**src/rtl/core/ipbl_pkg.sv**
```systemverilog
package ipbl_pkg;

	// Field widths fixed by the interface.
	localparam int CMD_W = 2;
	localparam int IDX_W = 4;
	localparam int PLEN_W = 8;
	localparam int HALF_W = 64;
	localparam int ADDR4_W = 32;
	localparam int ADDR6_W = 128;

	// Default table sizes.
	localparam int V4_ENTRIES_DEF = 16;
	localparam int V6_ENTRIES_DEF = 16;

	// Entries folded together in the first level of the match reduction.
	localparam int GRP = 16;

	// Command codes.
	localparam logic [CMD_W-1:0] CMD_CHECK = 2'd0;
	localparam logic [CMD_W-1:0] CMD_WR4 = 2'd1;
	localparam logic [CMD_W-1:0] CMD_WR6 = 2'd2;

	// Write control for one prefix table.
	typedef struct packed {
		logic en;
		logic [IDX_W-1:0] index;
		logic valid;
	} tbl_wr_t;

	// Mask with the top plen of 128 bits set. Lengths above 128 give all ones,
	// and the top 32 bits serve as the IPv4 mask with saturation at 32.
	function automatic logic [ADDR6_W-1:0] prefix_mask(input logic [PLEN_W-1:0] plen);
		logic [ADDR6_W-1:0] m;
		m = '0;
		for (int i = 0; i < ADDR6_W; i++) begin
			m[ADDR6_W-1-i] = (PLEN_W'(i) < plen);
		end
		return m;
	endfunction

endpackage

```
**src/rtl/core/ipbl_table.sv**
```systemverilog
module ipbl_table
	import ipbl_pkg::*;
#(
	parameter int ENTRIES = V4_ENTRIES_DEF,
	parameter int AW = ADDR4_W,
	localparam int NGRP = (ENTRIES + GRP - 1) / GRP
) (
	input  logic            clk,
	input  logic            arst_n,
	input  tbl_wr_t         wr,
	input  logic [AW-1:0]   wr_addr,
	input  logic [AW-1:0]   wr_mask,
	input  logic            chk_en,
	input  logic [AW-1:0]   chk_addr,
	output logic [NGRP-1:0] grp_s3
);

	logic [ENTRIES-1:0] valid_q;
	logic [AW-1:0]      net_q  [ENTRIES];
	logic [AW-1:0]      mask_q [ENTRIES];
	logic [ENTRIES-1:0] match_d;
	logic [ENTRIES-1:0] match_s2;
	logic [NGRP-1:0]    grp_d;

	// One storage slot per entry; the network is kept already masked.
	for (genvar e = 0; e < ENTRIES; e++) begin : g_slot
		localparam logic [31:0] SLOT = 32'(e);
		logic hit;

		assign hit = wr.en && ({{(32-IDX_W){1'b0}}, wr.index} == SLOT);

		always_ff @(posedge clk or negedge arst_n) begin
			if (!arst_n) begin
				valid_q[e] <= 1'b0;
			end else if (hit) begin
				valid_q[e] <= wr.valid;
			end
		end

		always_ff @(posedge clk) begin
			if (hit) begin
				net_q[e] <= wr_addr & wr_mask;
				mask_q[e] <= wr_mask;
			end
		end

		// Per-entry compare lane.
		assign match_d[e] = chk_en && valid_q[e] && ((chk_addr & mask_q[e]) == net_q[e]);
	end

	// Group OR of the registered match bits.
	always_comb begin
		grp_d = '0;
		for (int g = 0; g < NGRP; g++) begin
			for (int j = 0; j < GRP; j++) begin
				if (g * GRP + j < ENTRIES) begin
					grp_d[g] = grp_d[g] | match_s2[g*GRP+j];
				end
			end
		end
	end

	always_ff @(posedge clk or negedge arst_n) begin
		if (!arst_n) begin
			match_s2 <= '0;
			grp_s3 <= '0;
		end else begin
			match_s2 <= match_d;
			grp_s3 <= grp_d;
		end
	end

endmodule

```
**config.mk**
```make
export PLATFORM = sky130hd
export DESIGN_NAME = ipbl_table
export DESIGN_NICKNAME = d
export VERILOG_FILES = /design/src/rtl/core/ipbl_pkg.sv /design/src/rtl/core/ipbl_table.sv
export SDC_FILE = /design/constraint.sdc
export NUM_CORES = 1
export LEC_CHECK = 0
export BUFFER_PORTS_ARGS = -buffer_cell sky130_fd_sc_hd__buf_2
export CAP_MARGIN = 10
export CORE_ASPECT_RATIO = 0.8
export CORE_MARGIN = 2
export CORE_UTILIZATION = 45
export CTS_CLUSTER_DIAMETER = 40
export DETAILED_ROUTE_END_ITERATION = 6
export PLACE_DENSITY = 0.7
export SYNTH_ARGS = -nofsm -noshare
export SYNTH_HDL_FRONTEND = slang
export SYNTH_SLANG_ARGS = --single-unit
```
**constraint.sdc**
```tcl
create_clock -name clk -period 2.3 [get_ports clk]
set_clock_uncertainty 0.15 [all_clocks]
set_input_delay 0.115 -clock clk [delete_from_list [all_inputs] [get_ports clk]]
set_output_delay 0.115 -clock clk [all_outputs]
set_load 0.05 [all_outputs]
```
==> insert_results.sql <==
INSERT INTO impl_metrics (metric_group, metric, value, unit) VALUES
('route', 'finalWirelength', '123000', 'um'),
('cts', 'clk_latency', '0.70', 'ns'),
('power_and_ir_drop', 'internal_power', '0.0327', 'W'),
('cts', 'clock-sinks', '1057', ''),
('sta', 'finalCritPeriodShare', '96.0', '%'),
('grt', 'antenna_found_initial', '12', ''),
('route', 'initial_drt_markers', '3832', ''),
('sta', 'finalHoldWorstSlack', '0.0143', 'ns'),
('die', 'initial_utilization', '45.5', '%'),
('synthesis', 'yosys.area_share.simple', '9.09', '%'),
('synthesis', 'post_synth_num_cell_types', '30', ''),
('cts', 'tritoncts', 'done', ''),
('grt', 'grt_pass1_vias', '22500', ''),
('sta', 'period_minus_slack', '2.21', 'ns'),
('synthesis', 'post_synth_mux_area_share', '0.443', '%'),
('synthesis', 'synth_xor_area_share', '10.9', '%'),
('worst_setup_path', 'cp_max_fo', '1', ''),
('synthesis', 'synth.yosys.warnings', '0', ''),
('sta', 'maxSlewViolCount', '0', ''),
('synthesis', 'number_of_register_bits_inferred_by_synthesis', '1057', ''),
('worst_setup_path', 'worst_ep_required_time', '2.75', 'ns'),
('cells_and_area', 'final_nets', '3000', ''),
('grt', 'grt_use_total', '26.4', '%'),
('worst_setup_path', 'crit-reg2reg-capture', 'match_s2[13]$_DFF_PN0_', ''),
('synthesis', 'main_combinational_cell_family_by_area_after_synthesis', 'XOR/XNOR gates', ''),
('die', 'coreArea', '89400', 'sq um'),
('die', 'die_h', '273', 'um'),
('route', 'routed-via-count', '23300', ''),
('grt', 'grt_max_degree', '66', ''),
('grt', 'wire_length_of_the_first_global_routing_pass', '170000', 'um'),
('cts', 'cts_buf_count', '112', ''),
('cells_and_area', 'most_frequent_standard_cell_in_the_layout_excluding_fill_and_tap_cells', 'edfxtp_1', ''),
('cts', 'cts.reportedPaths.clkPinSlew', '0.07', 'ns'),
('synthesis', 'synth_cell_area', '40600', 'sq um'),
('sta', 'finalSetupViolCount', '0', ''),
('grt', 'overflow', '0', ''),
('sta', 'timing_worst_slew_pin_value', '1.19', 'ns'),
('sta', 'grt_setup_unrepaired', 'false', ''),
('power_and_ir_drop', 'fin_total_pwr', '0.0420', 'W'),
('power_and_ir_drop', 'comb_power_share', '5.6', '%'),
('worst_setup_path', 'worstSetupStartpoint', 'mask_q[1][189]$_DFFE_PP_', ''),
('worst_setup_path', 'worst-r2r-cell-count', '5', ''),
('die', 'pin_count', '106', ''),
('power_and_ir_drop', 'power_frac_clock', '42.6', '%'),
('synthesis', 'seq_area_frac_synth', '77.7', '%'),
('cells_and_area', 'drive_gt1_share', '21.1', '%'),
('cts', 'htree_depth', '3', ''),
('power_and_ir_drop', 'p_seq_share', '51.7', '%'),
('synthesis', 'syn_inst', '2416', ''),
('worst_setup_path', 'worst_setup_path_end_kind', 'flop', ''),
('cells_and_area', 'layout_common_cells', 'edfxtp_1, nand2_1, xnor2_1', ''),
('place', 'placedCellCount', '3895', ''),
('place', 'dp_hpwl', '81200', 'um'),
('power_and_ir_drop', 'power.share.switching', '22.2', '%'),
('power_and_ir_drop', 'vdd_drop_max', '0.000703', 'V'),
('worst_hold_path', 'hold_path_class', 'primary input to flop', ''),
('die', 'rows', '98', ''),
('cts', 'max-clock-path-buffers', '3', ''),
('synthesis', 'synth_fp_nets', '2521', ''),
('place', 'gp_congestion', '0.984', ''),
('power_and_ir_drop', 'p_switching', '0.00931', 'W'),
('cts', 'cts_post_setup_buffers_inserted', '0', ''),
('cells_and_area', 'areaGrowthSynthToFinish', '20.5', '%'),
('worst_setup_path', 'criticalPathCategory', 'flop to flop', ''),
('sta', 'maxClockFrequency', '453', 'MHz'),
('worst_setup_path', 'arrival', '2.66', 'ns'),
('power_and_ir_drop', 'power_leakage', '15.8', 'nW'),
('status', 'outcome', 'complete, no violations', ''),
('route', 'drt.antenna.violating_nets', '0', ''),
('job', 'timing.max_cap.violations', '0', ''),
('cells_and_area', 'postLayoutCoreUtil', '54.8', '%');
[layout make-up]
class	count	area (sq um)	area share (%)
flip-flops and latches	1057	31600	64.5
multi-input cells	1292	8540	17.4
repair buffers	432	3680	7.51
clock buffers	141	2970	6.07
well taps	1200	1500	3.06
clock inverters	69	709	1.45
diodes	5	12.5	0.0255
[power by group through the flow]
stage	clock network (W)	registers [W]	logic, W
detailed placement	0	0.0221	0.00220
global placement	0	0.0221	0.00217
global route	0.0187	0.0218	0.00245
floorplan	0	0.0221	0.00103
finish	0.0179	0.0217	0.00236
CTS	0.0180	0.0217	0.00233
[registers in the layout (all words and copies together) (netlist names)]
name	count
net_q	512
grp_s3	1
match_s2	16
mask_q	512
valid_q	16
[critical path: stages (launching register included)]
cell      delay, ns
edfxtp_1       0.34
nand2_1        0.07
xnor2_1        0.32
nor4_4         0.54
nand3_1        0.44
nor3_2         0.25
[Yosys cell counts, drive strengths merged]
library cell	n	area (sq um)
a222oi	1	10.0
and2	32	200
and4	1	8.76
buf	64	709
clkbuf	3	12.5
dfrtp	33	826
edfxtp	1024	30700
mux2	16	180
nand2	516	2110
nand2b	2	12.5
nand3	17	85.1
nand3b	2	15.0
nand4	38	238
nor2	12	45.0
nor3	34	240
nor4	110	732
o2111ai	2	17.5
o22ai	2	12.5
or3b	1	8.76
xnor2	457	4000
xor2	49	429
[cells by family (layout without fill, tap and decap cells)]
family          after synthesis  count (layout)
xor+xnor                    506             506
flops                      1057            1057
buf+inv                      67             642
other cells                   0               5
simple gates                765             765
mux                          16              16
compound gates                5               5
[per-layer routing]
| layer | vias up | routed length [um] | GRT usage, % |
|---|---|---|---|
| met2 | 1711 | 54400 | 39.3 |
| met5 | - | 13 | 0 |
| li1 | 9729 | - | - |
| met1 | 11700 | 47200 | 37.7 |
| met4 | 2 | 4000 | 8.22 |
| met3 | 201 | 17600 | 7.44 |
[metrics by stage]
stage / worst slack [ns] / setup TNS, ns / area (sq um)
6_report: 0.0930 / 0 / 49000
5_1_grt: 0.0245 / 0 / 49000
4_1_cts: 0.0776 / 0 / 49000
3_5_place_dp: -0.869 / -1.38 / 44400
3_3_place_gp: -0.771 / -1.55 / 44400
2_1_floorplan: -0.597 / -236.54 / 40800
[worst min path at each step]
stage,start,endpoint,slack [ns],cells after the start
6_report,chk_addr[28],match_s2[15]$_DFF_PN0_,0.01,7
5_1_grt,chk_addr[28],match_s2[1]$_DFF_PN0_,0.03,6
4_1_cts,chk_addr[8],match_s2[3]$_DFF_PN0_,0.0009,6
3_5_place_dp,arst_n,grp_s3$_DFF_PN0_,-0.19,1
3_3_place_gp,arst_n,grp_s3$_DFF_PN0_,-0.19,1
2_1_floorplan,arst_n,grp_s3$_DFF_PN0_,-0.33,0
[repair_timing]
item	in CTS	in global routing
resized for setup	3	3
hold endpoints to repair	1199	0
hold buffers	86	0
setup endpoints to repair	2	3
Power figures use the tool's default switching activity.
